### config.mk
export PLATFORM = sky130hd
export DESIGN_NAME = postfix_expression_evaluator
export DESIGN_NICKNAME = d
export VERILOG_FILES = /design/src/rtl/pfx_pkg.sv /design/src/rtl/pfx_ram.sv /design/src/rtl/pfx_alu.sv /design/src/rtl/postfix_expression_evaluator.sv
export SDC_FILE = /design/constraint.sdc
export NUM_CORES = 1
export LEC_CHECK = 0
export ABC_AREA = 1
export BUFFER_PORTS_ARGS = -buffer_cell sky130_fd_sc_hd__buf_2
export CAP_MARGIN = 20
export CORE_ASPECT_RATIO = 1.75
export CORE_MARGIN = 5
export CORE_UTILIZATION = 55
export DETAILED_ROUTE_END_ITERATION = 8
export PLACE_DENSITY = 0.72
export SLEW_MARGIN = 20
export SYNTH_ARGS = -nofsm -noshare
export SYNTH_HDL_FRONTEND = slang
export SYNTH_HIERARCHICAL = 1
export SYNTH_SLANG_ARGS = --single-unit
### constraint.sdc
create_clock -name clock -period 2.4 [get_ports clock]
set_input_delay 0.36 -clock clock [delete_from_list [all_inputs] [get_ports clock]]
set_output_delay 0.36 -clock clock [all_outputs]
set_load 0.01 [all_outputs]
### src/rtl/pfx_pkg.sv
package pfx_pkg;

   localparam int BYTE_W  = 8;
   localparam int CNT_W   = $clog2(BYTE_W);
   localparam int LIMIT_W = 5;

   localparam logic [LIMIT_W-1:0] LIMIT_RESET = LIMIT_W'(10);

   localparam logic [BYTE_W-1:0] SYM_PLUS  = 8'h2B;
   localparam logic [BYTE_W-1:0] SYM_MINUS = 8'h2D;
   localparam logic [BYTE_W-1:0] SYM_TIMES = 8'h2A;
   localparam logic [BYTE_W-1:0] SYM_SLASH = 8'h2F;
   localparam logic [BYTE_W-1:0] SYM_ZERO  = 8'h30;
   localparam logic [BYTE_W-1:0] SYM_NINE  = 8'h39;

   localparam logic [1:0] ST_OK    = 2'd0;
   localparam logic [1:0] ST_UNDER = 2'd1;
   localparam logic [1:0] ST_OVER  = 2'd2;
   localparam logic [1:0] ST_DIVZ  = 2'd3;

   typedef enum logic [1:0] {
      ALU_ADD,
      ALU_SUB,
      ALU_MUL,
      ALU_DIV
   } alu_op_type;

   typedef enum logic [3:0] {
      S_IDLE,
      S_POP_R,
      S_GET_R,
      S_POP_L,
      S_GET_L,
      S_EXEC,
      S_WAIT,
      S_PUSH,
      S_FIN_POP,
      S_FIN_GET,
      S_FIN_OUT
   } state_type;

   typedef struct packed {
      logic [BYTE_W-1:0] symbol;
      logic              end_of_expression;
   } req_type;

   typedef struct packed {
      logic signed [BYTE_W-1:0] value;
      logic [1:0]               status;
   } rsp_type;

   typedef struct packed {
      logic              start;
      alu_op_type        op;
      logic [BYTE_W-1:0] lhs;
      logic [BYTE_W-1:0] rhs;
   } alu_req_type;

   typedef struct packed {
      logic              done;
      logic              div_zero;
      logic [BYTE_W-1:0] result;
   } alu_rsp_type;

endpackage

### src/rtl/pfx_ram.sv
module pfx_ram #(
   parameter int WIDTH = 8,
   parameter int DEPTH = 16
) (
   input  logic                     clock,
   input  logic                     wr_en,
   input  logic [$clog2(DEPTH)-1:0] wr_addr,
   input  logic [WIDTH-1:0]         wr_data,
   input  logic                     rd_en,
   input  logic [$clog2(DEPTH)-1:0] rd_addr,
   output logic [WIDTH-1:0]         rd_data
);

   logic [WIDTH-1:0] mem_ff [DEPTH];
   logic [WIDTH-1:0] rd_data_ff;

   always_ff @(posedge clock) begin
      if (wr_en) begin
         mem_ff[wr_addr] <= wr_data;
      end
      if (rd_en) begin
         rd_data_ff <= mem_ff[rd_addr];
      end
   end

   assign rd_data = rd_data_ff;

endmodule

### src/rtl/pfx_alu.sv
module pfx_alu (
   input  logic                 clock,
   input  logic                 reset,
   input  pfx_pkg::alu_req_type alu_req,
   output pfx_pkg::alu_rsp_type alu_rsp
);

   logic [pfx_pkg::BYTE_W-1:0] a_ff, a_in;
   logic [pfx_pkg::BYTE_W-1:0] b_ff, b_in;
   logic [pfx_pkg::BYTE_W-1:0] acc_ff, acc_in;
   logic [pfx_pkg::BYTE_W-1:0] rem_ff, rem_in;
   logic [pfx_pkg::CNT_W-1:0]  cnt_ff, cnt_in;
   pfx_pkg::alu_op_type        op_ff, op_in;
   logic                       carry_ff, carry_in;
   logic                       neg_ff, neg_in;
   logic                       divz_ff, divz_in;
   logic                       busy_ff, busy_in;
   logic                       done_ff, done_in;

   logic [pfx_pkg::BYTE_W-1:0] l_mag;
   logic [pfx_pkg::BYTE_W-1:0] r_mag;
   logic [pfx_pkg::BYTE_W-1:0] trial;
   logic                       sum_bit;

   localparam logic [pfx_pkg::CNT_W-1:0] CNT_LAST = pfx_pkg::CNT_W'(pfx_pkg::BYTE_W - 1);

   always_ff @(posedge clock) begin
      if (reset) begin
         busy_ff <= 1'b0;
         done_ff <= 1'b0;
      end else begin
         busy_ff <= busy_in;
         done_ff <= done_in;
      end
   end

   always_ff @(posedge clock) begin
      a_ff     <= a_in;
      b_ff     <= b_in;
      acc_ff   <= acc_in;
      rem_ff   <= rem_in;
      cnt_ff   <= cnt_in;
      op_ff    <= op_in;
      carry_ff <= carry_in;
      neg_ff   <= neg_in;
      divz_ff  <= divz_in;
   end

   always_comb begin
      a_in     = a_ff;
      b_in     = b_ff;
      acc_in   = acc_ff;
      rem_in   = rem_ff;
      cnt_in   = cnt_ff;
      op_in    = op_ff;
      carry_in = carry_ff;
      neg_in   = neg_ff;
      divz_in  = divz_ff;
      busy_in  = busy_ff;
      done_in  = 1'b0;
      l_mag    = alu_req.lhs[pfx_pkg::BYTE_W-1] ? -alu_req.lhs : alu_req.lhs;
      r_mag    = alu_req.rhs[pfx_pkg::BYTE_W-1] ? -alu_req.rhs : alu_req.rhs;
      trial    = {rem_ff[pfx_pkg::BYTE_W-2:0], a_ff[pfx_pkg::BYTE_W-1]};
      sum_bit  = a_ff[0] ^ b_ff[0] ^ carry_ff;

      if (alu_req.start) begin
         busy_in  = 1'b1;
         cnt_in   = '0;
         op_in    = alu_req.op;
         acc_in   = '0;
         rem_in   = '0;
         a_in     = alu_req.lhs;
         b_in     = alu_req.rhs;
         carry_in = 1'b0;
         neg_in   = alu_req.lhs[pfx_pkg::BYTE_W-1] ^ alu_req.rhs[pfx_pkg::BYTE_W-1];
         divz_in  = (alu_req.rhs == '0);
         case (alu_req.op)
            pfx_pkg::ALU_SUB: begin
               b_in     = ~alu_req.rhs;
               carry_in = 1'b1;
            end
            pfx_pkg::ALU_DIV: begin
               a_in = l_mag;
               b_in = r_mag;
            end
            default: begin
            end
         endcase
      end else if (busy_ff) begin
         cnt_in = cnt_ff + 1'b1;
         if (cnt_ff == CNT_LAST) begin
            busy_in = 1'b0;
            done_in = 1'b1;
         end
         case (op_ff)
            pfx_pkg::ALU_ADD, pfx_pkg::ALU_SUB: begin
               // One sum bit per cycle, least significant first.
               carry_in = (a_ff[0] & b_ff[0]) | (carry_ff & (a_ff[0] ^ b_ff[0]));
               acc_in   = {sum_bit, acc_ff[pfx_pkg::BYTE_W-1:1]};
               a_in     = a_ff >> 1;
               b_in     = b_ff >> 1;
            end
            pfx_pkg::ALU_MUL: begin
               // Only the low byte of the product is kept, so signs need no care.
               if (b_ff[0]) begin
                  acc_in = acc_ff + a_ff;
               end
               a_in = a_ff << 1;
               b_in = b_ff >> 1;
            end
            pfx_pkg::ALU_DIV: begin
               // Restoring division on magnitudes, one quotient bit per cycle.
               if (trial >= b_ff) begin
                  rem_in = trial - b_ff;
                  acc_in = {acc_ff[pfx_pkg::BYTE_W-2:0], 1'b1};
               end else begin
                  rem_in = trial;
                  acc_in = {acc_ff[pfx_pkg::BYTE_W-2:0], 1'b0};
               end
               a_in = a_ff << 1;
            end
            default: begin
            end
         endcase
      end
   end

   always_comb begin
      alu_rsp.done     = done_ff;
      alu_rsp.div_zero = (op_ff == pfx_pkg::ALU_DIV) && divz_ff;
      alu_rsp.result   = acc_ff;
      if (op_ff == pfx_pkg::ALU_DIV) begin
         if (divz_ff) begin
            alu_rsp.result = '0;
         end else if (neg_ff) begin
            alu_rsp.result = -acc_ff;
         end
      end
   end

endmodule

### src/rtl/postfix_expression_evaluator.sv
// Channel   Direction  Handshake                 Word
// req_      in         req_valid / req_ready     req_data: symbol, end_of_expression
// rsp_      out        rsp_valid / rsp_ready     rsp_data: value, status
// csr_      in         csr_wr_en, no wait        csr_wr_data: stack_limit
//
// A digit or other non-operator character goes from idle to the push state and back. An
// operator with both operands on the stack pops and reads each one, then starts the
// bit-serial arithmetic unit and waits while it works one bit of the byte per cycle, then
// pushes the result. A pop from an empty stack skips its read state and flags underflow.
// The word marked last adds a final read of the top of the stack before the result is loaded.
// Reset is synchronous: stack empty, no error, stack_limit back to 10.
// A stalled result sits in the output register while the next expression is taken;
// only a second finished result waits for it, holding req_ready low.
module postfix_expression_evaluator #(
   parameter int STACK_DEPTH = 16
) (
   input  logic                                clock,
   input  logic                                reset,
   input  logic                                req_valid,
   output logic                                req_ready,
   input  pfx_pkg::req_type                    req_data,
   output logic                                rsp_valid,
   input  logic                                rsp_ready,
   output pfx_pkg::rsp_type                    rsp_data,
   input  logic                                csr_wr_en,
   input  logic [pfx_pkg::LIMIT_W-1:0]         csr_wr_data
);

   localparam int AW    = $clog2(STACK_DEPTH);
   localparam int SP_W  = $clog2(STACK_DEPTH + 1);
   localparam int CMP_W = (SP_W > pfx_pkg::LIMIT_W) ? SP_W : pfx_pkg::LIMIT_W;
   localparam logic [SP_W-1:0] DEPTH_C = SP_W'(STACK_DEPTH);

   pfx_pkg::state_type         state_ff, state_in;
   logic [SP_W-1:0]            sp_ff, sp_in;
   logic [1:0]                 err_ff, err_in;
   logic [pfx_pkg::LIMIT_W-1:0] limit_ff;
   logic                       rsp_valid_ff, rsp_valid_in;
   pfx_pkg::rsp_type           rsp_data_ff, rsp_data_in;
   logic                       last_ff, last_in;
   pfx_pkg::alu_op_type        op_ff, op_in;
   logic [pfx_pkg::BYTE_W-1:0] opnd_r_ff, opnd_r_in;
   logic [pfx_pkg::BYTE_W-1:0] opnd_l_ff, opnd_l_in;
   logic [pfx_pkg::BYTE_W-1:0] push_ff, push_in;

   logic                       wr_en;
   logic                       rd_en;
   logic [AW-1:0]              rd_addr;
   logic [pfx_pkg::BYTE_W-1:0] rd_data;
   logic [SP_W-1:0]            sp_dec;
   logic                       full;
   logic                       out_free;
   pfx_pkg::alu_req_type       alu_req;
   pfx_pkg::alu_rsp_type       alu_rsp;

   pfx_ram #(
      .WIDTH (pfx_pkg::BYTE_W),
      .DEPTH (STACK_DEPTH)
   ) u_stack (
      .clock   (clock),
      .wr_en   (wr_en),
      .wr_addr (sp_ff[AW-1:0]),
      .wr_data (push_ff),
      .rd_en   (rd_en),
      .rd_addr (rd_addr),
      .rd_data (rd_data)
   );

   pfx_alu u_alu (
      .clock   (clock),
      .reset   (reset),
      .alu_req (alu_req),
      .alu_rsp (alu_rsp)
   );

   assign sp_dec   = sp_ff - 1'b1;
   assign rd_addr  = sp_dec[AW-1:0];
   assign full     = (CMP_W'(sp_ff) >= CMP_W'(limit_ff)) || (sp_ff >= DEPTH_C);
   assign out_free = !rsp_valid_ff || rsp_ready;

   assign req_ready = (state_ff == pfx_pkg::S_IDLE);
   assign rsp_valid = rsp_valid_ff;
   assign rsp_data  = rsp_data_ff;

   always_ff @(posedge clock) begin
      if (reset) begin
         state_ff     <= pfx_pkg::S_IDLE;
         sp_ff        <= '0;
         err_ff       <= pfx_pkg::ST_OK;
         limit_ff     <= pfx_pkg::LIMIT_RESET;
         rsp_valid_ff <= 1'b0;
      end else begin
         state_ff     <= state_in;
         sp_ff        <= sp_in;
         err_ff       <= err_in;
         rsp_valid_ff <= rsp_valid_in;
         if (csr_wr_en) begin
            limit_ff <= csr_wr_data;
         end
      end
   end

   always_ff @(posedge clock) begin
      rsp_data_ff <= rsp_data_in;
      last_ff     <= last_in;
      op_ff       <= op_in;
      opnd_r_ff   <= opnd_r_in;
      opnd_l_ff   <= opnd_l_in;
      push_ff     <= push_in;
   end

   always_comb begin
      state_in     = state_ff;
      sp_in        = sp_ff;
      err_in       = err_ff;
      rsp_valid_in = rsp_valid_ff && !rsp_ready;
      rsp_data_in  = rsp_data_ff;
      last_in      = last_ff;
      op_in        = op_ff;
      opnd_r_in    = opnd_r_ff;
      opnd_l_in    = opnd_l_ff;
      push_in      = push_ff;
      wr_en        = 1'b0;
      rd_en        = 1'b0;
      alu_req      = '{start: 1'b0, op: op_ff, lhs: opnd_l_ff, rhs: opnd_r_ff};

      case (state_ff)
         pfx_pkg::S_IDLE: begin
            if (req_valid) begin
               last_in = req_data.end_of_expression;
               push_in = '0;
               state_in = pfx_pkg::S_PUSH;
               if (req_data.symbol inside {pfx_pkg::SYM_PLUS, pfx_pkg::SYM_MINUS,
                                           pfx_pkg::SYM_TIMES, pfx_pkg::SYM_SLASH}) begin
                  state_in = pfx_pkg::S_POP_R;
                  case (req_data.symbol)
                     pfx_pkg::SYM_PLUS:  op_in = pfx_pkg::ALU_ADD;
                     pfx_pkg::SYM_MINUS: op_in = pfx_pkg::ALU_SUB;
                     pfx_pkg::SYM_TIMES: op_in = pfx_pkg::ALU_MUL;
                     default:            op_in = pfx_pkg::ALU_DIV;
                  endcase
               end else if (req_data.symbol inside {[pfx_pkg::SYM_ZERO:pfx_pkg::SYM_NINE]}) begin
                  push_in = req_data.symbol - pfx_pkg::SYM_ZERO;
               end
            end
         end
         pfx_pkg::S_POP_R: begin
            if (sp_ff == '0) begin
               opnd_r_in = '0;
               if (err_ff == pfx_pkg::ST_OK) err_in = pfx_pkg::ST_UNDER;
               state_in = pfx_pkg::S_POP_L;
            end else begin
               rd_en    = 1'b1;
               sp_in    = sp_dec;
               state_in = pfx_pkg::S_GET_R;
            end
         end
         pfx_pkg::S_GET_R: begin
            opnd_r_in = rd_data;
            state_in  = pfx_pkg::S_POP_L;
         end
         pfx_pkg::S_POP_L: begin
            if (sp_ff == '0) begin
               opnd_l_in = '0;
               if (err_ff == pfx_pkg::ST_OK) err_in = pfx_pkg::ST_UNDER;
               state_in = pfx_pkg::S_EXEC;
            end else begin
               rd_en    = 1'b1;
               sp_in    = sp_dec;
               state_in = pfx_pkg::S_GET_L;
            end
         end
         pfx_pkg::S_GET_L: begin
            opnd_l_in = rd_data;
            state_in  = pfx_pkg::S_EXEC;
         end
         pfx_pkg::S_EXEC: begin
            alu_req.start = 1'b1;
            state_in      = pfx_pkg::S_WAIT;
         end
         pfx_pkg::S_WAIT: begin
            if (alu_rsp.done) begin
               push_in = alu_rsp.result;
               if (alu_rsp.div_zero && (err_ff == pfx_pkg::ST_OK)) err_in = pfx_pkg::ST_DIVZ;
               state_in = pfx_pkg::S_PUSH;
            end
         end
         pfx_pkg::S_PUSH: begin
            if (full) begin
               if (err_ff == pfx_pkg::ST_OK) err_in = pfx_pkg::ST_OVER;
            end else begin
               wr_en = 1'b1;
               sp_in = sp_ff + 1'b1;
            end
            state_in = last_ff ? pfx_pkg::S_FIN_POP : pfx_pkg::S_IDLE;
         end
         pfx_pkg::S_FIN_POP: begin
            if (sp_ff == '0) begin
               opnd_r_in = '0;
               if (err_ff == pfx_pkg::ST_OK) err_in = pfx_pkg::ST_UNDER;
               state_in = pfx_pkg::S_FIN_OUT;
            end else begin
               rd_en    = 1'b1;
               state_in = pfx_pkg::S_FIN_GET;
            end
         end
         pfx_pkg::S_FIN_GET: begin
            opnd_r_in = rd_data;
            state_in  = pfx_pkg::S_FIN_OUT;
         end
         pfx_pkg::S_FIN_OUT: begin
            // Entries left below the top are discarded along with the pointer.
            if (out_free) begin
               rsp_valid_in       = 1'b1;
               rsp_data_in.value  = opnd_r_ff;
               rsp_data_in.status = err_ff;
               sp_in              = '0;
               err_in             = pfx_pkg::ST_OK;
               state_in           = pfx_pkg::S_IDLE;
            end
         end
         default: begin
            state_in = pfx_pkg::S_IDLE;
         end
      endcase
   end

endmodule

==> summary.txt, run 1 <==
Top cells by area, synth: edfxtp_1, nand2_1, inv_1
DRC viols: 0
Relative slew slack: 43.21%
Flop-to-flop setup slack: 0.15 ns
Switching Power: 6.535 mW
Unrepaired setup endpoints after global routing: no
Share of layout cells above drive strength 1: 10.58%
Post-route setup TNS: 0 ns
Final Core Density: 62.37%
Int Pwr: 9.751 mW
Post-CTS resize count: 0
WP data arrival: 2.48 ns
Core ar.: 0.02093 sq mm
Critical path startpoint: sp_ff[0]
Post-synth top area cell: edfxtp_1
Number of synthesized flops with an enable pin: 194
Mapped Cells: 1,301
# fillers: 1,744
Total GRT Usage: 24.08%
Most frequent cell after synthesis: nand2_1
Sw Share: 40.12%
Antenna violations before repair: 0
# IOs: 31
Final Hold Fails: 0
Width of the chip: 120.2 um
Total CTS buffers: 22
DRT iter0 DRCs: 673
Status: complete, no violations
RD Place Congestion: 0.9861
Async set-reset flop share out of synthesis: 0%
Fin crit share: 93.88%
Fmax achieved: 443.8 MHz
Tmin final: 2.253 ns
Core Rows: 70
Area of the die: 0.02436 sq mm
Hpwl dp: 21,270 um
Post-synth top cells: nand2_1, inv_1, edfxtp_1, nand3_1, nor2_1
Ant. Diodes: 0
Clock network power share: 22.9%
Initial Utilization: 55.79%
Root buf cell: clkbuf_16
Via density: 5.444
Critical path data required time: 2.62 ns
CTS sink cnt: 231
Final nets: 1,416
Die Span Y: 202.8 um
Area share of the largest cell type after synthesis: 49.88%
Setup CP Type: reg2reg
Syn Nets: 1,353
Max cap viols: 0
Wirelength per Cell: 17.66 um
Mapped Area: 0.01168 sq mm
Design area: 0.01306 sq mm
Setup Fix Bufs, Post-CTS: 0
First-pass GRT wire length: 45,590 um
Power density over cell area: 1247 mW/mm^2
Total vias in the final route: 8,884
Total grt overflow: 0
Setup violators final: 0
Synth cell types: 48
Main synth FF type: edfxtp_1
Placed instance count: 1,592
Worst skew pair latency: 0.51 ns
Routed WL: 28,820 um
RR Startpoint: sp_ff[0]
Largest net degree at the start of global routing: 34
Area of the multi-input gates: 0.004016 sq mm
CTS tree: done
Reg area: 0.006566 sq mm
CP max FO: 8
Leak pwr: 5.841 nW
Comb pwr share: 40.6%
Port Buffers: 30
Slew @ Worst Pin: 0.8519 ns
Class of the most critical hold timing path: in2reg
Drt pass-1 iters: 8
Setup Skew: 0.02418 ns
Crit. End Element: flop
# hold bufs at CTS: 0
Sequential area share after synthesis: 56.22%
H-Tree Depth: 1
Detail Route Antenna Nets: 0
Startpoint types: flop
Worst VDD drop: 811.6 uV
Syn avg cell area: 8.977 sq um
Yosys warnings: 6
Flops & latches, synth: 231
DP Area: 0.01227 sq mm
Hold Crit Start: req_data[0]
Area Growth Syn to Fin: 11.80%
Overall power: 16.29 mW
Clock Path Buffers: 3
Vias in the first global route: 8,938
Clock Pin Slew Worst Setup and Hold Paths: 0.07 ns
Post-route insts no fill: 1,632
Slew Limit Fails: 0
Sequential fraction of design power: 36.5%
[cell families after synthesis]
kind of cell	after synthesis	synth area share [%]
XOR/XNOR	14	1.050
AO/OA/AOI/OAI	148	7.200
adder cells (fa/ha/maj)	33	3.728
buffers and inverters	267	9.385
AND/OR/NAND/NOR	608	22.41
flip-flops	231	56.22
[cells in the final DEF, fill, tap and decap left out, types with 2 or more instances in the layout]
master	instances
a211oi_1	2
a21boi_0	2
a21oi_1	47
a221oi_1	7
buf_2	30
buf_4	45
bufinv_16	5
clkbuf_1	2
clkbuf_16	23
clkinv_1	3
clkinv_2	4
clkinvlp_4	3
dfxtp_1	37
edfxtp_1	194
fa_1	3
ha_1	30
inv_1	222
inv_2	8
nand2_1	313
nand2_2	9
nand3_1	147
nand3b_1	3
nand4_1	7
nor2_1	96
nor2_2	4
nor2_4	5
nor3_1	13
o211ai_1	2
o21ai_0	68
o21ai_1	4
o221ai_1	2
o22ai_1	6
or2_0	2
or2_2	3
xnor2_1	5
xor2_1	9
[power by group through the flow]
stage	Sequential (mW)	Clock [mW]	Combinational [mW]
after global routing	6.02	3.95	7.39
after floorplan	5.74	0	4.82
after global placement	6.02	0	6.37
after detailed placement	6.03	0	6.48
final	5.95	3.73	6.61
after CTS	5.95	3.78	6.53
[metrics by stage]
step                hold WS, ns  setup WS [ns]
floorplan                0.4227         0.1708
global placement         0.4355         0.2605
global route            0.05040        0.01367
detailed placement       0.4326         0.2139
CTS                     0.03995         0.1963
finish                  0.05613         0.1469
[area by class of cell]
type | instances | share of cell area [%]
timing repair buffer | 76 | 3.891
inverter | 230 | 6.612
sequential | 231 | 50.29
multi-input combinational | 803 | 30.76
clock buffer | 25 | 4.466
tap | 252 | 2.415
clock inverter | 15 | 1.562
[flip-flops by register name, summed over array words and instances (netlist names), 7 cells and up]
name	flops
opnd_l_ff	8
opnd_r_ff	8
push_ff	8
rsp_data	10
u_alu/a_ff	8
u_alu/acc_ff	8
u_alu/b_ff	8
u_alu/rem_ff	7
u_stack/mem_ff	128
u_stack/rd_data	8
[per-layer routing]
layer | GRT usage, % | share of wire, %
met1 | 22.90 | 33
met2 | 47.29 | 56
met3 | 2.480 | 3.1
met4 | 15.85 | 7.8
met5 | 0 | 0
[worst max-delay path, stage by stage (launching register included)]
cell      delay [ns]
dfxtp_1         0.44
inv_2           0.09
ha_1            0.30
inv_1           0.05
nand2_1         0.04
nand2_1         0.08
nand4_1         0.14
inv_1           0.15
nand3b_1        0.27
nor2_1          0.23
buf_4           0.19
[worst paths after layout]
path,cells past startpoint,to
worst max register to register,10,u_stack/mem_ff[9][5]
worst min-delay path,1,last_ff
worst max-delay path,10,u_stack/mem_ff[9][5]
worst min register to register,2,u_alu/cnt_ff[2]
(Power assumes the default switching activity.)
==> run 2, diff against run 1 <==
--- a/config.mk
+++ b/config.mk
@@ -6,13 +6,14 @@
 export NUM_CORES = 1
 export LEC_CHECK = 0
 export ABC_AREA = 1
-export BUFFER_PORTS_ARGS = -buffer_cell sky130_fd_sc_hd__buf_2
+export BUFFER_PORTS_ARGS = -buffer_cell sky130_fd_sc_hd__buf_4
 export CAP_MARGIN = 20
 export CORE_ASPECT_RATIO = 1.75
 export CORE_MARGIN = 5
 export CORE_UTILIZATION = 55
 export DETAILED_ROUTE_END_ITERATION = 8
 export PLACE_DENSITY = 0.72
+export SKIP_CTS_REPAIR_TIMING = 1
 export SLEW_MARGIN = 20
 export SYNTH_ARGS = -nofsm -noshare
 export SYNTH_HDL_FRONTEND = slang
==> constraint.sdc (replaced) <==
create_clock -name clock -period 2.6 [get_ports clock]
set_input_delay 0.39 -clock clock [delete_from_list [all_inputs] [get_ports clock]]
set_output_delay 0.39 -clock clock [all_outputs]
set_load 0.01 [all_outputs]
==> run 2 against run 1 <==
Count of clock-buffer cells in the layout grew 6. First-iteration DRC count decreased by 12%. Critical path depth rose by 2. Hold slack better by 0.027 ns. Routed wire length is 5.4% lower. Clock power decreased by 12%. Non-clock buffer count fell by 10. Die area is the same. Cell count fell by 0.61%. Critical path type unchanged. Critical endpoint is now err_ff[1]. Largest cell class unchanged.
==> summary.txt, run 2 (synthesized netlist as in run 1, its figures left out) <==
Status: complete, no violations
Int Pwr: 8.848 mW
# IOs: 31
Startpoint types: flop
CTS tree: done
Most frequent cells in the layout: nand2_1, inv_1, edfxtp_1
Core ar.: 0.02093 sq mm
Worst skew pair latency: 0.50 ns
Via density: 5.311
Leak pwr: 5.803 nW
CP max FO: 13
Critical path startpoint: u_alu/op_ff[1]
Power density over cell area: 1135 mW/mm^2
Total GRT Usage: 22.45%
Final nets: 1,406
Width of the chip: 120.2 um
Clock Pin Slew Worst Setup and Hold Paths: 0.06 ns
Slew Limit Fails: 0
Initial Utilization: 55.79%
Post-route setup TNS: 0 ns
Drt pass-1 iters: 5
Largest net degree at the start of global routing: 67
Sw Share: 40.10%
Grt met2 use: 44.08%
Class of the most critical hold timing path: in2reg
Fin crit share: 85.31%
Area Growth Syn to Fin: 11.46%
Routed WL: 27,250 um
Port Buffers: 30
Slew @ Worst Pin: 0.8095 ns
Relative slew slack: 46.04%
Sequential fraction of design power: 37.2%
Most common cell after layout, fill and taps aside: nand2_1
Worst R2R End: err_ff[1]
Hpwl dp: 19,940 um
Vias in the first global route: 8,538
GRT busiest layer: met2
H-Tree Depth: 1
Share of layout cells above drive strength 1: 9.781%
Clock network power share: 22.2%
Tmin final: 2.218 ns
CTS sink cnt: 231
M1 GR Usage: 22.82%
Setup Skew: 0.01297 ns
Crit. End Element: flop
Ant. Diodes: 0
Setup crit end: err_ff[1]
Setup violators final: 0
Critical path data required time: 3.04 ns
Die Span Y: 202.8 um
Comb pwr share: 40.6%
WP data arrival: 2.66 ns
WHS: 0.08275 ns
Final Core Density: 62.19%
Antenna violations before repair: 0
Cell repeated most along the worst path: nor2_1
Met3 usage in global routing: 2.620%
Max incr delay on CP: 0.60 ns
Unrepaired setup endpoints after global routing: no
Cell count of the worst reg-to-reg path: 12
Worst VDD drop: 895.4 uV
Number of flip-flops in the largest register: 128
DRT iter0 DRCs: 589
Top reg by flops: u_stack/mem_ff
Max stage delay cell, worst path: edfxtp_1
Core Rows: 70
Cells along the critical path: nand2_2, inv_2, nand2_1, inv_1, inv_1, nand3_1, nand3_1, nor2_2, nand2_1, nor2_1, nor2_1, nor2_1
Wirelength per Cell: 16.80 um
Area of the die: 0.02436 sq mm
RR Startpoint: u_alu/op_ff[1]
Total CTS buffers: 22
RD Place Congestion: 1.001
Clock Path Buffers: 3
Fmax achieved: 450.9 MHz
Setup CP Type: reg2reg
Flop-to-flop setup slack: 0.38 ns
Detail Route Antenna Nets: 0
Root buf cell: clkbuf_16
Max cap viols: 0
Total grt overflow: 0
Final Hold Fails: 0
First-pass GRT wire length: 43,120 um
Total vias in the final route: 8,614
Switching Power: 5.924 mW
DRC viols: 0
[run 2: cell count changes in the layout (fill, tap and decap cells not counted), moves of 2 or more]
cell / previous run / this run
buf_4: 45 / 64
clkinv_1: 3 / 1
buf_2: 30 / 0
bufinv_16: 5 / 3
clkbuf_1: 2 / 6
clkbuf_8: 0 / 2
clkinv_2: 4 / 2
[run 2: cell type report]
class,count,area (sq um)
clock inverters,9,125.1
fillers,1747,7915
repair buffers,66,505.5
flip-flops and latches,231,6566
multi-input cells,803,4016
clock buffers,31,625.6
well taps,252,315.3
inverters,230,863.3
[run 2: per-stage QoR]
stage | total power [mW] | instances | instance area (sq um) | setup slack [ns]
2_1_floorplan | 9.743 | 1301 | 11680 | 0.3708
3_5_place_dp | 11.48 | 1581 | 12260 | 0.3857
4_1_cts | 14.81 | 1621 | 13010 | 0.3545
6_report | 14.77 | 1622 | 13020 | 0.3820
3_3_place_gp | 11.39 | 1581 | 12260 | 0.4057
5_1_grt | 15.79 | 1622 | 13020 | 0.1805
[run 2: power groups by stage]
stage	Combinational (mW)	Sequential (mW)	Clock, mW
5_1_grt	6.72	5.56	3.51
6_report	6.00	5.49	3.28
3_3_place_gp	5.83	5.55	0
4_1_cts	5.96	5.49	3.36
3_5_place_dp	5.91	5.56	0
2_1_floorplan	4.45	5.30	0
[run 2: critical path, delay by kind of cell, from the launching register on]
family | cells | cell delay, ns
buffers and inverters | 3 | 0.46
flip-flops | 1 | 0.60
AND/OR/NAND/NOR | 9 | 1.09
[run 2: worst min-delay path by stage]
stage	from	endpoint	slack, ns	cells past startpoint
final	req_data[0]	last_ff	0.08	1
after global routing	req_data[0]	last_ff	0.07	1
after CTS	req_data[0]	last_ff	0.07	1
after detailed placement	u_alu/cnt_ff[2]	u_alu/cnt_ff[2]	0.44	2
after global placement	u_alu/cnt_ff[1]	u_alu/cnt_ff[1]	0.43	2
after floorplan	err_ff[0]	rsp_data[0]	0.42	0
[run 2: metal layers]
metal  share of wire [%]  vias to the layer above
met2                  56                      194
met5                   0                        -
li1                    -                     4370
met3                 3.0                       77
met1                  36                     3973
met4                 5.5                        0
==> run 3, diff against run 2 <==
==> constraint.sdc (replaced) <==
create_clock -name clock -period 2.1 [get_ports clock]
set_input_delay 0.315 -clock clock [delete_from_list [all_inputs] [get_ports clock]]
set_output_delay 0.315 -clock clock [all_outputs]
set_load 0.01 [all_outputs]
==> run 3 against run 2 <==
Critical path depth shrank 3. Count of clock-buffer cells in the layout shrank 6. Power grew 24%. Die area is the same. Worst setup slack lost 0.29 ns. Critical path type unchanged. Critical endpoint is now u_stack/rd_data[5]. Largest cell class unchanged. Largest power group unchanged. Highest routed layer unchanged.
==> summary.txt, run 3 (synthesized netlist as in run 1, its figures left out) <==
RD Place Congestion: 1.020
GRT busiest layer: met2
First-pass GRT wire length: 43,680 um
Width of the chip: 120.2 um
DRC viols: 0
Initial Utilization: 55.79%
Number of flip-flops in the largest register: 128
Worst VDD drop: 893.4 uV
# fillers: 1,732
Top reg by flops: u_stack/mem_ff
Fmax achieved: 498.1 MHz
Status: complete, no violations
Core Rows: 70
Antenna violations before repair: 0
Placed instance count: 1,606
Area Growth Syn to Fin: 13.40%
CTS sink cnt: 231
Routed WL: 28,030 um
Setup CP Type: reg2reg
Total grt overflow: 0
Tmin final: 2.008 ns
Power density over cell area: 1386 mW/mm^2
Largest net degree at the start of global routing: 41
Leak pwr: 5.919 nW
Most frequent cells in the layout: nand2_1, inv_1, edfxtp_1
Post-route insts no fill: 1,648
Hpwl dp: 20,470 um
Vias in the first global route: 8,680
DRT iter0 DRCs: 557
Drt pass-1 iters: 5
Port Buffers: 30
Ant. Diodes: 0
Clock Path Buffers: 3
CTS tree: done
Total vias in the final route: 8,801
Clock Pin Slew Worst Setup and Hold Paths: 0.07 ns
Die Span Y: 202.8 um
M1 GR Usage: 22.94%
Slew Limit Fails: 0
Via density: 5.340
Grt met2 use: 44.88%
WHS: 0.03114 ns
H-Tree Depth: 1
Worst skew pair latency: 0.52 ns
Crit. End Element: flop
# IOs: 31
Setup violators final: 0
Setup Skew: 0.02005 ns
Fin crit share: 95.61%
Startpoint types: flop
Total CTS buffers: 22
Critical path data required time: 2.36 ns
Class of the most critical hold timing path: in2reg
CP max FO: 29
Final Hold Fails: 0
Wirelength per Cell: 17.01 um
Met3 usage in global routing: 2.118%
Most common cell after layout, fill and taps aside: nand2_1
Final nets: 1,433
Slew @ Worst Pin: 0.7178 ns
Total GRT Usage: 23.02%
Share of layout cells above drive strength 1: 12.32%
Core ar.: 0.02093 sq mm
Area of the die: 0.02436 sq mm
Detail Route Antenna Nets: 0
Max cap viols: 0
WP data arrival: 2.26 ns
Root buf cell: clkbuf_16
Relative slew slack: 52.15%
## run 3: cell types whose count changed in the layout (fill, tap and decap cells not counted), sizes merged
| cell | change |
|---|---|
| inv | +1 |
| clkinv | +2 |
| buf | +26 |
| bufinv | -2 |
| nand3 | +1 |
| dlygate4sd3 | +1 |
| clkbuf | -7 |
| clkinvlp | +4 |
## run 3: cell type report
cell class	instances	area, sq um	share of cell area, %
clock inverters	14	127.6	0.9636
clock buffers	25	583.1	4.402
inverters	230	865.8	6.538
well taps	252	315.3	2.381
multi-input cells	804	4065	30.69
repair buffers	92	718.2	5.423
flip-flops and latches	231	6569	49.60
## run 3: critical path, stage by stage (launching register included)
cell	delay, ns
dfxtp_2	0.32
inv_2	0.10
buf_4	0.30
ha_1	0.27
xor2_1	0.10
inv_1	0.06
buf_4	0.21
nand3_1	0.19
nand3_1	0.14
nand2_1	0.08
## run 3: worst paths after layout
check | startpoint | slack [ns] | end | cells past startpoint
setup reg to reg | sp_ff[0] | 0.09 | u_stack/rd_data[5] | 9
hold reg to reg | err_ff[0] | 0.45 | rsp_data[0] | 0
hold / removal | csr_wr_data[1] | 0.03 | limit_ff[1] | 3
setup / recovery | sp_ff[0] | 0.09 | u_stack/rd_data[5] | 9
## run 3: metal layers
metal	share of wire [%]	vias up
met5	0	-
met4	7.1	0
met3	3.2	106
met2	55	240
met1	35	4034
li1	-	4421
## run 3: metrics by stage
stage | TNS (ns) | util [%] | power (mW) | area (sq um) | worst slack [ns]
2_1_floorplan | -0.5584 | - | 12.07 | 11680 | -0.009571
3_3_place_gp | 0 | 59.55 | 14.23 | 12470 | 0.08995
3_5_place_dp | 0 | 59.55 | 14.39 | 12470 | 0.06770
4_1_cts | 0 | 62.95 | 18.29 | 13180 | 0.001092
5_1_grt | -0.08301 | 63.27 | 19.59 | 13240 | -0.01078
6_report | 0 | 63.27 | 18.36 | 13240 | 0.09217
## run 3: power by group
group,total (mW),leakage [nW],switching [mW],internal (mW)
logic,7.99,3.52,5.32,2.67
clock network,3.88,0.328,1.73,2.15
registers,6.49,2.08,0.468,6.02
